<file path="src/sv/reorder_buffer_selective_ack_assert.svh">
// Assertion macros for the reorder buffer with selective acknowledgement.
// Included by the top level; depends on nothing else.
`ifndef REORDER_BUFFER_SELECTIVE_ACK_ASSERT_SVH
`define REORDER_BUFFER_SELECTIVE_ACK_ASSERT_SVH
// Antecedent implies consequent in the same cycle.
`define RBSA_ASSERT_SAME(lbl, clk, rst, ante, cons, msg) \
   lbl: assert property (@(posedge clk) disable iff (rst) (ante) |-> (cons)) else $error(msg);
// Antecedent implies consequent in the next cycle.
`define RBSA_ASSERT_NEXT(lbl, clk, rst, ante, cons, msg) \
   lbl: assert property (@(posedge clk) disable iff (rst) (ante) |=> (cons)) else $error(msg);
`endif

</file>
<file path="src/sv/rbsa_pkg.sv">
// Package of the reorder buffer with selective acknowledgement: types, codes
// and constants shared by the store, the result stage and the top level.
package rbsa_pkg;

   localparam int unsigned REORDER_DEPTH_DEF = 32;
   localparam int unsigned ACK_ENTRIES_DEF = 16;
   localparam int unsigned SEQ_W = 31;
   localparam int unsigned ACK_EVERY = 10;
   localparam int unsigned ACK_REPEAT_MAX = 3;
   localparam int unsigned IDLE_LIMIT = 20;
   localparam int unsigned TIMER_TRIM = 5;
   localparam logic [15:0] ACK_TIMER_RESET = 16'd20;
   localparam logic [15:0] MAX_WINDOW_RESET = 16'd1024;

   localparam logic [1:0] CMD_PACKET = 2'd0;
   localparam logic [1:0] CMD_TIMER = 2'd1;
   localparam logic [1:0] CMD_WINDOW = 2'd2;

   localparam logic CSR_ACK_TIMER = 1'b0;
   localparam logic CSR_MAX_WINDOW = 1'b1;

   localparam logic [2:0] KIND_DELIVER = 3'd0;
   localparam logic [2:0] KIND_DROP_DUP = 3'd1;
   localparam logic [2:0] KIND_ACK_ENTRY = 3'd2;
   localparam logic [2:0] KIND_ACK_SUMMARY = 3'd3;
   localparam logic [2:0] KIND_DROP_OVERFLOW = 3'd4;

   typedef struct packed {
      logic [1:0] cmd;
      logic [30:0] seq_num;
      logic [15:0] buf_handle;
      logic [31:0] now_us;
      logic [31:0] now_ms;
      logic [15:0] cached_blocks;
   } req_type;

   typedef struct packed {
      logic [2:0] kind;
      logic [15:0] out_handle;
      logic [30:0] out_seq;
      logic [31:0] wait_time_us;
      logic [30:0] ack_low_line;
      logic [15:0] window_free;
      logic [31:0] ack_serial;
      logic [31:0] dup_count;
      logic [4:0] entry_count;
      logic last;
   } rsp_type;

   typedef struct packed {
      logic valid;
      logic [1:0] ack_times;
      logic [31:0] arrival_us;
      logic [15:0] handle;
   } slot_type;

   typedef struct packed {
      logic rd_en;
      logic wr_en;
      slot_type wr_word;
   } store_ctl_type;

   typedef struct packed {
      logic push;
      logic flush;
   } emit_ctl_type;

   typedef enum logic [3:0] {
      ST_IDLE,
      ST_PKT,
      ST_AHEAD,
      ST_DRAIN_RD,
      ST_DRAIN_CHK,
      ST_POST,
      ST_TMR_MUL,
      ST_TMR_CMP,
      ST_ACK_START,
      ST_ACK_RD,
      ST_ACK_CHK,
      ST_ACK_FB,
      ST_ACK_SUM,
      ST_FINISH
   } state_type;

endpackage

</file>
<file path="src/sv/rbsa_store.sv">
// Reorder store: one slot per window position, one read and one write a cycle.
// Clears itself after reset. Depends on rbsa_pkg.
module rbsa_store #(
   parameter int unsigned DEPTH = rbsa_pkg::REORDER_DEPTH_DEF
) (
   input logic clock,
   input logic reset,
   input rbsa_pkg::store_ctl_type ctl,
   input logic [$clog2(DEPTH)-1:0] rd_addr,
   input logic [$clog2(DEPTH)-1:0] wr_addr,
   output rbsa_pkg::slot_type rd_word,
   output logic init_done
);
   localparam int unsigned AW = $clog2(DEPTH);

   rbsa_pkg::slot_type mem [DEPTH];
   rbsa_pkg::slot_type rd_word_ff;
   logic [AW-1:0] clr_ff;
   logic [AW-1:0] clr_in;
   logic done_ff;
   logic done_in;
   logic wr_en;
   logic [AW-1:0] wr_sel;
   rbsa_pkg::slot_type wr_data;

   always_comb begin
      clr_in = clr_ff;
      done_in = done_ff;
      if (!done_ff) begin
         if (clr_ff == AW'(DEPTH - 1)) begin
            done_in = 1'b1;
         end else begin
            clr_in = clr_ff + AW'(1);
         end
      end
      wr_en = done_ff ? ctl.wr_en : 1'b1;
      wr_sel = done_ff ? wr_addr : clr_ff;
      wr_data = done_ff ? ctl.wr_word : '0;
   end

   always_ff @(posedge clock) begin
      if (reset) begin
         clr_ff <= '0;
         done_ff <= 1'b0;
      end else begin
         clr_ff <= clr_in;
         done_ff <= done_in;
      end
   end

   always_ff @(posedge clock) begin
      if (wr_en) begin
         mem[wr_sel] <= wr_data;
      end
      if (ctl.rd_en) begin
         rd_word_ff <= mem[rd_addr];
      end
   end

   assign rd_word = rd_word_ff;
   assign init_done = done_ff;
endmodule

</file>
<file path="src/sv/rbsa_emit.sv">
// Result stage: holds one result back until it is known whether it is the last
// of its transaction, then presents it for one cycle. Depends on rbsa_pkg.
module rbsa_emit (
   input logic clock,
   input logic reset,
   input rbsa_pkg::emit_ctl_type ctl,
   input rbsa_pkg::rsp_type item,
   output logic rsp_strobe,
   output rbsa_pkg::rsp_type rsp_data,
   output logic pend_valid
);
   logic pend_valid_ff;
   logic pend_valid_in;
   rbsa_pkg::rsp_type pend_ff;
   rbsa_pkg::rsp_type pend_in;
   logic strobe_ff;
   logic strobe_in;
   rbsa_pkg::rsp_type out_ff;
   rbsa_pkg::rsp_type out_in;

   always_comb begin
      pend_valid_in = pend_valid_ff;
      pend_in = pend_ff;
      strobe_in = 1'b0;
      out_in = out_ff;
      if (ctl.push) begin
         if (pend_valid_ff) begin
            strobe_in = 1'b1;
            out_in = pend_ff;
            out_in.last = 1'b0;
         end
         pend_in = item;
         pend_valid_in = 1'b1;
      end else if (ctl.flush && pend_valid_ff) begin
         strobe_in = 1'b1;
         out_in = pend_ff;
         out_in.last = 1'b1;
         pend_valid_in = 1'b0;
      end
   end

   always_ff @(posedge clock) begin
      if (reset) begin
         pend_valid_ff <= 1'b0;
         strobe_ff <= 1'b0;
      end else begin
         pend_valid_ff <= pend_valid_in;
         strobe_ff <= strobe_in;
      end
   end

   always_ff @(posedge clock) begin
      pend_ff <= pend_in;
      out_ff <= out_in;
   end

   assign rsp_strobe = strobe_ff;
   assign rsp_data = out_ff;
   assign pend_valid = pend_valid_ff;
endmodule

</file>
<file path="src/sv/reorder_buffer_selective_ack.sv">
// Top level of the reorder buffer with selective acknowledgement: sequencer,
// link state and configuration. Depends on rbsa_pkg, rbsa_store, rbsa_emit.
//
// A transaction is taken when start is high and busy is low. Command 0 is a
// data packet, command 1 an ack timer tick, command 2 a window update and
// command 3 is ignored. Window updates and ignored commands finish in the
// cycle they are taken. Results appear on rsp_data for one cycle each,
// marked by rsp_strobe; the final result of a transaction carries last.
// The receiver cannot hold results off.
// A dropped packet goes from ST_PKT to ST_POST, a stored one writes its slot
// in ST_AHEAD, and one in order drains the stored packets behind it through
// ST_DRAIN_RD and ST_DRAIN_CHK; an ack message walks up to REORDER_DEPTH - 1
// store slots through ST_ACK_RD and ST_ACK_CHK. A timer tick sends an ack
// only when the timer fires. Store reads are registered, so each read and
// its check take separate states. After reset the store is cleared one slot
// a cycle, with busy high; configuration writes are taken at any time.
module reorder_buffer_selective_ack #(
   parameter int unsigned REORDER_DEPTH = rbsa_pkg::REORDER_DEPTH_DEF,
   parameter int unsigned ACK_ENTRIES = rbsa_pkg::ACK_ENTRIES_DEF
) (
   input logic clock,
   input logic reset,
   input logic start,
   output logic busy,
   input rbsa_pkg::req_type req_data,
   output logic rsp_strobe,
   output rbsa_pkg::rsp_type rsp_data,
   input logic csr_we,
   input logic csr_index,
   input logic [15:0] csr_wdata
);
   `include "reorder_buffer_selective_ack_assert.svh"

   localparam int unsigned AW = $clog2(REORDER_DEPTH);
   localparam int unsigned CW = $clog2(ACK_ENTRIES + 1);
   localparam logic [AW:0] DEPTH_X = (AW + 1)'(REORDER_DEPTH);

   rbsa_pkg::state_type state_ff;
   rbsa_pkg::state_type state_in;

   rbsa_pkg::req_type req_ff;
   logic [15:0] timer_ff;
   logic [15:0] maxwin_ff;
   logic [30:0] low_ff;
   logic [30:0] low_in;
   logic [AW-1:0] base_ff;
   logic [AW-1:0] base_in;
   logic [3:0] unacked_ff;
   logic [3:0] unacked_in;
   logic [30:0] last_seq_ff;
   logic [30:0] last_seq_in;
   logic [31:0] last_arr_ff;
   logic [31:0] last_arr_in;
   logic last_valid_ff;
   logic last_valid_in;
   logic [31:0] last_ack_ms_ff;
   logic [31:0] last_ack_ms_in;
   logic [4:0] idle_ff;
   logic [4:0] idle_in;
   logic [30:0] prev_low_ff;
   logic [30:0] prev_low_in;
   logic [31:0] ack_ctr_ff;
   logic [31:0] ack_ctr_in;
   logic [31:0] dup_ff;
   logic [31:0] dup_in;
   logic [15:0] fw_ff;
   logic [15:0] fw_in;
   logic [31:0] span_ff;
   logic [31:0] span_in;
   logic [AW-1:0] ack_d_ff;
   logic [AW-1:0] ack_d_in;
   logic [CW-1:0] cnt_ff;
   logic [CW-1:0] cnt_in;

   logic accept;
   logic init_done;
   logic pend_valid;
   logic [30:0] pkt_d;
   logic [AW:0] pkt_sum;
   logic [AW-1:0] pkt_idx;
   logic [AW:0] ack_sum;
   logic [AW-1:0] ack_idx;
   logic [AW-1:0] base_next;
   logic [15:0] fw_dec;
   logic ack_hit;
   logic [CW-1:0] cnt_hit;
   logic [31:0] tmr_diff;
   logic tmr_fire;

   rbsa_pkg::store_ctl_type st_ctl;
   logic [AW-1:0] st_rd_addr;
   logic [AW-1:0] st_wr_addr;
   rbsa_pkg::slot_type st_rd_word;
   rbsa_pkg::emit_ctl_type em_ctl;
   rbsa_pkg::rsp_type em_item;

   rbsa_store #(.DEPTH(REORDER_DEPTH)) u_store (
      .clock(clock),
      .reset(reset),
      .ctl(st_ctl),
      .rd_addr(st_rd_addr),
      .wr_addr(st_wr_addr),
      .rd_word(st_rd_word),
      .init_done(init_done)
   );

   rbsa_emit u_emit (
      .clock(clock),
      .reset(reset),
      .ctl(em_ctl),
      .item(em_item),
      .rsp_strobe(rsp_strobe),
      .rsp_data(rsp_data),
      .pend_valid(pend_valid)
   );

   assign busy = (state_ff != rbsa_pkg::ST_IDLE) || !init_done;
   assign accept = start && !busy;

   always_comb begin
      pkt_d = req_ff.seq_num - low_ff;
      pkt_sum = {1'b0, base_ff} + {1'b0, pkt_d[AW-1:0]};
      pkt_idx = (pkt_sum >= DEPTH_X) ? AW'(pkt_sum - DEPTH_X) : pkt_sum[AW-1:0];
      ack_sum = {1'b0, base_ff} + {1'b0, ack_d_ff};
      ack_idx = (ack_sum >= DEPTH_X) ? AW'(ack_sum - DEPTH_X) : ack_sum[AW-1:0];
      base_next = (base_ff == AW'(REORDER_DEPTH - 1)) ? '0 : base_ff + AW'(1);
      fw_dec = (fw_ff != 16'd0) ? fw_ff - 16'd1 : fw_ff;
      ack_hit = st_rd_word.valid && (st_rd_word.ack_times < 2'(rbsa_pkg::ACK_REPEAT_MAX));
      cnt_hit = ack_hit ? cnt_ff + CW'(1) : cnt_ff;
      tmr_diff = req_ff.now_ms - (last_ack_ms_ff + span_ff);
      tmr_fire = (tmr_diff != 32'd0) && !tmr_diff[31]
         && (idle_ff < 5'(rbsa_pkg::IDLE_LIMIT));
   end

   always_comb begin
      state_in = state_ff;
      unique case (state_ff)
         rbsa_pkg::ST_IDLE: begin
            if (accept && req_data.cmd == rbsa_pkg::CMD_PACKET) begin
               state_in = rbsa_pkg::ST_PKT;
            end else if (accept && req_data.cmd == rbsa_pkg::CMD_TIMER) begin
               state_in = rbsa_pkg::ST_TMR_MUL;
            end
         end
         rbsa_pkg::ST_PKT: begin
            priority if (pkt_d == 31'd0) begin
               state_in = rbsa_pkg::ST_DRAIN_RD;
            end else if (!pkt_d[30] && pkt_d < 31'(REORDER_DEPTH)) begin
               state_in = rbsa_pkg::ST_AHEAD;
            end else begin
               state_in = rbsa_pkg::ST_POST;
            end
         end
         rbsa_pkg::ST_AHEAD: state_in = rbsa_pkg::ST_POST;
         rbsa_pkg::ST_DRAIN_RD: state_in = rbsa_pkg::ST_DRAIN_CHK;
         rbsa_pkg::ST_DRAIN_CHK: begin
            state_in = st_rd_word.valid ? rbsa_pkg::ST_DRAIN_RD : rbsa_pkg::ST_POST;
         end
         rbsa_pkg::ST_POST: begin
            state_in = (unacked_ff >= 4'(rbsa_pkg::ACK_EVERY)) ?
               rbsa_pkg::ST_ACK_START : rbsa_pkg::ST_FINISH;
         end
         rbsa_pkg::ST_TMR_MUL: state_in = rbsa_pkg::ST_TMR_CMP;
         rbsa_pkg::ST_TMR_CMP: begin
            state_in = tmr_fire ? rbsa_pkg::ST_ACK_START : rbsa_pkg::ST_FINISH;
         end
         rbsa_pkg::ST_ACK_START: state_in = rbsa_pkg::ST_ACK_RD;
         rbsa_pkg::ST_ACK_RD: state_in = rbsa_pkg::ST_ACK_CHK;
         rbsa_pkg::ST_ACK_CHK: begin
            if (ack_d_ff == AW'(REORDER_DEPTH - 1) || cnt_hit == CW'(ACK_ENTRIES)) begin
               state_in = rbsa_pkg::ST_ACK_FB;
            end else begin
               state_in = rbsa_pkg::ST_ACK_RD;
            end
         end
         rbsa_pkg::ST_ACK_FB: state_in = rbsa_pkg::ST_ACK_SUM;
         rbsa_pkg::ST_ACK_SUM: state_in = rbsa_pkg::ST_FINISH;
         rbsa_pkg::ST_FINISH: state_in = rbsa_pkg::ST_IDLE;
         default: state_in = rbsa_pkg::ST_IDLE;
      endcase
   end

   always_comb begin
      low_in = low_ff;
      base_in = base_ff;
      unacked_in = unacked_ff;
      last_seq_in = last_seq_ff;
      last_arr_in = last_arr_ff;
      last_valid_in = last_valid_ff;
      last_ack_ms_in = last_ack_ms_ff;
      idle_in = idle_ff;
      prev_low_in = prev_low_ff;
      ack_ctr_in = ack_ctr_ff;
      dup_in = dup_ff;
      fw_in = fw_ff;
      span_in = span_ff;
      ack_d_in = ack_d_ff;
      cnt_in = cnt_ff;
      st_ctl = '0;
      st_rd_addr = '0;
      st_wr_addr = '0;
      em_ctl = '0;
      em_item = '0;
      unique case (state_ff)
         rbsa_pkg::ST_IDLE: begin
            if (accept && req_data.cmd == rbsa_pkg::CMD_WINDOW) begin
               fw_in = (maxwin_ff > req_data.cached_blocks) ?
                  maxwin_ff - req_data.cached_blocks : 16'd0;
               idle_in = '0;
            end
         end
         rbsa_pkg::ST_PKT: begin
            if (unacked_ff < 4'd15) begin
               unacked_in = unacked_ff + 4'd1;
            end
            last_seq_in = req_ff.seq_num;
            last_arr_in = req_ff.now_us;
            last_valid_in = 1'b1;
            em_item.out_handle = req_ff.buf_handle;
            em_item.out_seq = req_ff.seq_num;
            priority if (pkt_d == 31'd0) begin
               em_ctl.push = 1'b1;
               em_item.kind = rbsa_pkg::KIND_DELIVER;
               fw_in = fw_dec;
               low_in = low_ff + 31'd1;
               base_in = base_next;
            end else if (!pkt_d[30]) begin
               if (pkt_d >= 31'(REORDER_DEPTH)) begin
                  em_ctl.push = 1'b1;
                  em_item.kind = rbsa_pkg::KIND_DROP_OVERFLOW;
               end else begin
                  st_ctl.rd_en = 1'b1;
                  st_rd_addr = pkt_idx;
               end
            end else begin
               em_ctl.push = 1'b1;
               em_item.kind = rbsa_pkg::KIND_DROP_DUP;
               dup_in = dup_ff + 32'd1;
            end
         end
         rbsa_pkg::ST_AHEAD: begin
            st_ctl.wr_en = 1'b1;
            st_wr_addr = pkt_idx;
            st_ctl.wr_word.valid = 1'b1;
            st_ctl.wr_word.ack_times = 2'd0;
            st_ctl.wr_word.arrival_us = req_ff.now_us;
            if (st_rd_word.valid) begin
               st_ctl.wr_word.handle = st_rd_word.handle;
               dup_in = dup_ff + 32'd1;
               em_ctl.push = 1'b1;
               em_item.kind = rbsa_pkg::KIND_DROP_DUP;
               em_item.out_handle = req_ff.buf_handle;
               em_item.out_seq = req_ff.seq_num;
            end else begin
               st_ctl.wr_word.handle = req_ff.buf_handle;
            end
         end
         rbsa_pkg::ST_DRAIN_RD: begin
            st_ctl.rd_en = 1'b1;
            st_rd_addr = base_ff;
         end
         rbsa_pkg::ST_DRAIN_CHK: begin
            if (st_rd_word.valid) begin
               st_ctl.wr_en = 1'b1;
               st_wr_addr = base_ff;
               em_ctl.push = 1'b1;
               em_item.kind = rbsa_pkg::KIND_DELIVER;
               em_item.out_handle = st_rd_word.handle;
               em_item.out_seq = low_ff;
               fw_in = fw_dec;
               low_in = low_ff + 31'd1;
               base_in = base_next;
            end
         end
         rbsa_pkg::ST_POST: begin
         end
         rbsa_pkg::ST_TMR_MUL: begin
            span_in = 32'(32'(timer_ff) * 32'({1'b0, idle_ff} + 6'd1))
               - 32'(rbsa_pkg::TIMER_TRIM);
         end
         rbsa_pkg::ST_TMR_CMP: begin
         end
         rbsa_pkg::ST_ACK_START: begin
            last_ack_ms_in = req_ff.now_ms;
            unacked_in = '0;
            ack_d_in = AW'(1);
            cnt_in = '0;
         end
         rbsa_pkg::ST_ACK_RD: begin
            st_ctl.rd_en = 1'b1;
            st_rd_addr = ack_idx;
         end
         rbsa_pkg::ST_ACK_CHK: begin
            if (ack_hit) begin
               st_ctl.wr_en = 1'b1;
               st_wr_addr = ack_idx;
               st_ctl.wr_word = st_rd_word;
               st_ctl.wr_word.ack_times = st_rd_word.ack_times + 2'd1;
               em_ctl.push = 1'b1;
               em_item.kind = rbsa_pkg::KIND_ACK_ENTRY;
               em_item.out_seq = low_ff + 31'(ack_d_ff);
               em_item.wait_time_us = req_ff.now_us - st_rd_word.arrival_us;
               em_item.ack_serial = ack_ctr_ff;
            end
            cnt_in = cnt_hit;
            ack_d_in = ack_d_ff + AW'(1);
         end
         rbsa_pkg::ST_ACK_FB: begin
            if (cnt_ff == '0 && last_valid_ff) begin
               em_ctl.push = 1'b1;
               em_item.kind = rbsa_pkg::KIND_ACK_ENTRY;
               em_item.out_seq = last_seq_ff;
               em_item.wait_time_us = req_ff.now_us - last_arr_ff;
               em_item.ack_serial = ack_ctr_ff;
               cnt_in = CW'(1);
            end
         end
         rbsa_pkg::ST_ACK_SUM: begin
            if (prev_low_ff == low_ff && cnt_ff == '0) begin
               if (idle_ff != 5'd31) begin
                  idle_in = idle_ff + 5'd1;
               end
            end else begin
               idle_in = '0;
            end
            prev_low_in = low_ff;
            em_ctl.push = 1'b1;
            em_item.kind = rbsa_pkg::KIND_ACK_SUMMARY;
            em_item.ack_low_line = low_ff;
            em_item.window_free = fw_ff;
            em_item.ack_serial = ack_ctr_ff;
            em_item.dup_count = dup_ff;
            em_item.entry_count = 5'(cnt_ff);
            ack_ctr_in = ack_ctr_ff + 32'd1;
         end
         rbsa_pkg::ST_FINISH: begin
            em_ctl.flush = 1'b1;
         end
         default: begin
         end
      endcase
   end

   always_ff @(posedge clock) begin
      if (reset) begin
         state_ff <= rbsa_pkg::ST_IDLE;
         timer_ff <= rbsa_pkg::ACK_TIMER_RESET;
         maxwin_ff <= rbsa_pkg::MAX_WINDOW_RESET;
         low_ff <= '0;
         base_ff <= '0;
         unacked_ff <= '0;
         last_seq_ff <= '0;
         last_arr_ff <= '0;
         last_valid_ff <= 1'b0;
         last_ack_ms_ff <= '0;
         idle_ff <= '0;
         prev_low_ff <= '0;
         ack_ctr_ff <= '0;
         dup_ff <= '0;
         fw_ff <= '0;
         ack_d_ff <= '0;
         cnt_ff <= '0;
      end else begin
         state_ff <= state_in;
         if (csr_we && csr_index == rbsa_pkg::CSR_ACK_TIMER) begin
            timer_ff <= csr_wdata;
         end
         if (csr_we && csr_index == rbsa_pkg::CSR_MAX_WINDOW) begin
            maxwin_ff <= csr_wdata;
         end
         low_ff <= low_in;
         base_ff <= base_in;
         unacked_ff <= unacked_in;
         last_seq_ff <= last_seq_in;
         last_arr_ff <= last_arr_in;
         last_valid_ff <= last_valid_in;
         last_ack_ms_ff <= last_ack_ms_in;
         idle_ff <= idle_in;
         prev_low_ff <= prev_low_in;
         ack_ctr_ff <= ack_ctr_in;
         dup_ff <= dup_in;
         fw_ff <= fw_in;
         ack_d_ff <= ack_d_in;
         cnt_ff <= cnt_in;
      end
   end

   always_ff @(posedge clock) begin
      if (accept) begin
         req_ff <= req_data;
      end
      span_ff <= span_in;
   end

   `RBSA_ASSERT_NEXT(a_packet_busy, clock, reset,
      accept && req_data.cmd == rbsa_pkg::CMD_PACKET, busy,
      "packet transaction did not occupy the sequencer")
   `RBSA_ASSERT_NEXT(a_last_alone, clock, reset,
      rsp_strobe && rsp_data.last, !rsp_strobe,
      "result followed the final result of a transaction")
   `RBSA_ASSERT_SAME(a_idle_empty, clock, reset,
      state_ff == rbsa_pkg::ST_IDLE, !pend_valid,
      "result left pending while idle")
endmodule
</file>
<file path="config.mk">
export PLATFORM = sky130hd
export DESIGN_NAME = reorder_buffer_selective_ack
export DESIGN_NICKNAME = d
export VERILOG_FILES = /design/src/sv/rbsa_pkg.sv /design/src/sv/rbsa_store.sv /design/src/sv/rbsa_emit.sv /design/src/sv/reorder_buffer_selective_ack.sv
export VERILOG_INCLUDE_DIRS = /design/src /design/src/sv
export SDC_FILE = /design/constraint.sdc
export NUM_CORES = 2
export LEC_CHECK = 0
export BUFFER_PORTS_ARGS = -buffer_cell sky130_fd_sc_hd__buf_2
export CAP_MARGIN = 0
export CORE_AREA = 8 8 440 442
export CTS_CLUSTER_SIZE = 12
export DETAILED_ROUTE_END_ITERATION = 8
export DIE_AREA = 0 0 448 450
export PLACE_DENSITY = 0.76
export SETUP_SLACK_MARGIN = 0.3
export SKIP_CTS_REPAIR_TIMING = 1
export SLEW_MARGIN = 25
export SYNTH_ARGS = -nofsm -noshare
export SYNTH_HDL_FRONTEND = slang
export SYNTH_SLANG_ARGS = --single-unit
</file>
<file path="constraint.sdc">
create_clock -name clock -period 15.97 [get_ports clock]
set_input_delay 1.597 -clock clock [delete_from_list [all_inputs] [get_ports clock]]
set_output_delay 1.597 -clock clock [all_outputs]
set_load 0.02 [all_outputs]
</file>
==> results.txt <==
CTS Buffer Depth = 4
Number of port buffers = 350
Synth Warn # = 0
Area growth syn-to-layout = 10.8%
Share of cells above drive strength 1 = 0.128
Worst hold-check path type = flop to flop
Root Buffer = clkbuf_16
Core Util, Final = 0.659
Critical path origin = low_ff[2]
Final period util = 0.538
Avg Inst Size Synth = 12.6 µm²
Place WS = 7.70 ns
GRT Total Usage = 0.311
Crit path arrival time = 9.33 ns
CP max-delay cell = buf_4
Drc violations = 0
Slew Limit Fails = 0
Post-synth EDFFs = 2,214
GR peak layer = met2
Worst slew margin = 0.211
Antenna Nets Post-Route = 0
Area contributors post-synth = edfxtp_1 (60%), dfxtp_1 (5.5%), o2111ai_1 (2.9%)
Clk Latency, worst-skew pair = 0.94 ns
Max-cap check violation count = 0
TritonCTS clock tree = done
Drt first pass iters = 8
Most frequent cells in the layout = edfxtp_1 (2,214), o21ai_0 (607), nand2_1 (593)
Hold WS = 0.406 ns
Most common cell after layout, fill and taps aside = edfxtp_1
Worst R2R Start = low_ff[2]
Critical Path RT = 16.70 ns
Fin crit period = 8.60 ns
Vias per cell = 6.90
PD cells = 108 nW/µm²
Post-Syn Area = 111,000 µm²
Grt met2 use = 0.476
DP Wirelength = 179,000 µm
Worst Tran Pin Value = 1.18 ns
Drt wl/cell = 28.3 µm
Die Y = 450 µm
Inserted Clock Buffers = 277
First-pass GRT wire length = 481,000 µm
VDD IR max = 0.128 mV
# clock sinks = 2,520
Starting Density = 0.595
Yosys top cell area share = 0.599
Core area = 187,000 µm²
HP Start = u_emit.pend_ff[181]
Pleak = 0.0395 µW
I/O pin count = 351
Final worst-path setup slack = 7.37 ns
Crit path max fanout = 94
RSZ-0062 raised after global routing = false
Total grt overflow = 0
Clk slew on worst S/H paths = 0.06 ns
Die area = 202,000 µm²
Met1 Use GR = 0.411
GPL Wtd Cong = 0.911
Largest net degree at the start of global routing = 210
Die Span X = 448 µm
Mapped Nets = 9,264
H-tree levels = 5
Cell Rows = 159
Layout fillers = 13.1k
Fin nets = 9,407
M3 GR Usage = 0.0690
TNS Setup = 0 ns
Cell count after synthesis = 8,797
Worst path max stage delay = 0.97 ns
Ys async rst share = 0
Peak Freq = 116 MHz
Outcome = finished, final reports clean
Worst setup EP type = flop
Final hold vios = 0
Via count = 79.9k
Synth area leader = edfxtp_1
Yosys cell types = 88
Routed WL = 328,000 µm
Count of state elements after synthesis = 2,520
Initial DRC count = 12.3k
Final setup vio count = 0
Post-synthesis sequential area ratio = 0.654
Antenna violations before repair = 3
Power consumption = 13,300 µW
Setup Skew = 0.0596 ns
Worst setup SP type = flop
Main flop type after synthesis = edfxtp_1
Critical path type = flop to flop
Vias in the first global route = 77.1k
CP Cell Sequence = inv_1 > ha_1 > a211oi_1 > o211ai_1 > nand3_1 > o221ai_1 > xor2_1 > a2111oi_0 > o2111ai_1 > nor3_2 > and4_4 > buf_4 > buf_4 > buf_4 > nor3_1 > o2111ai_1 > o2111ai_1 > nor4_1
[Yosys cell counts, types with 11 or more instances]
library cell  count
a21o_1           44
dfxtp_1         306
nor3_1          228
edfxtp_1       2214
o2111ai_1       367
buf_2            73
and3_1           85
o31ai_1          12
inv_1           336
clkbuf_1        521
nor4_1           87
ha_1            221
o211ai_1         11
nor3b_1          12
o21bai_1         18
xnor2_1         149
a31oi_1          21
nand2b_1         34
buf_1            54
o21a_1           21
mux2_2          205
a22o_1           23
o21ai_1          25
o22ai_1          34
a222oi_1         33
nand3_1         541
fa_1             96
nor2b_1          72
o21ai_0         607
nand2_1         600
xor2_1          114
a211oi_1         20
nand4_1         504
or3_1            35
a22oi_1          54
a21oi_1         483
and2_1           23
nor2_1          344
[logic make-up after synthesis]
logic type                 count (synthesis)  synth area share
DFF                                     2520             0.654
adders and majority gates                317            0.0422
buffers and inverters                    992            0.0346
xor gates and xnor gates                 263            0.0208
and+or+nand+nor                         2617             0.119
muxes                                    214            0.0216
AOI/OAI and AO/OA                       1874             0.108
[metal layers]
layer  routed length (µm)  part of all wire  vias to the layer above
met5                    0                 0                        -
met4                22500             0.069                        0
met3                41900              0.13                     1272
met2               147000              0.45                     6148
met1               116000              0.35                    38638
li1                     -                 -                    33890
[registers in the layout, indices dropped and copies added, names as in the netlist, 16 cells and up]
name / flops
timer_ff: 16
last_seq_ff: 31
maxwin_ff: 16
span_ff: 23
prev_low_ff: 31
fw_ff: 16
dup_ff: 32
ack_ctr_ff: 32
u_store.mem: 1632
req_ff: 111
last_ack_ms_ff: 32
u_store.rd_word: 51
u_emit.rsp_data: 199
low_ff: 31
last_arr_ff: 32
u_emit.pend_ff: 198
[report_power, final]
part	switching, µW	total (µW)	internal (µW)
logic	241	349	107
registers	34.9	7240	7210
clock network	2440	5740	3300
total	2720	13300	10600
[through the flow]
step	cells	instance area, µm²
finish	11583	123000
global route	11580	123000
CTS	11580	123000
detailed placement	11156	115000
global placement	11155	115000
floorplan	8797	111000
[final timing paths]
kind | slack (ns) | to | depth (start not counted)
worst max-delay path | 7.37 | u_store.rd_word[40] | 18
worst min-delay path | 0.41 | u_emit.rsp_data[181] | 0
worst max register to register | 7.37 | u_store.rd_word[40] | 18
worst min register to register | 0.41 | u_emit.rsp_data[181] | 0
[worst max-delay path: cells and delay by family, from the launching register on]
kind                       cells  cell delay (ns)
AOI/OAI and AO/OA              7             2.12
DFF                            1             0.71
buffers and inverters          4             2.71
and+or+nand+nor                5             2.19
xor gates and xnor gates       1             0.13
adders and majority gates      1             0.43
[layout make-up]
cell class	instances	area [µm²]	share of cell area
Antenna cell	3	7.51	0.0000610
Clock buffer	374	7480	0.0608
Clock inverter	50	335	0.00273
Inverter	338	1280	0.0104
Multi-Input combinational cell	5285	35000	0.285
Sequential cell	2520	72600	0.590
Tap cell	2495	3120	0.0254
Timing Repair Buffer	518	3100	0.0252
No activity file was read; power rests on OpenSTA's default activity.
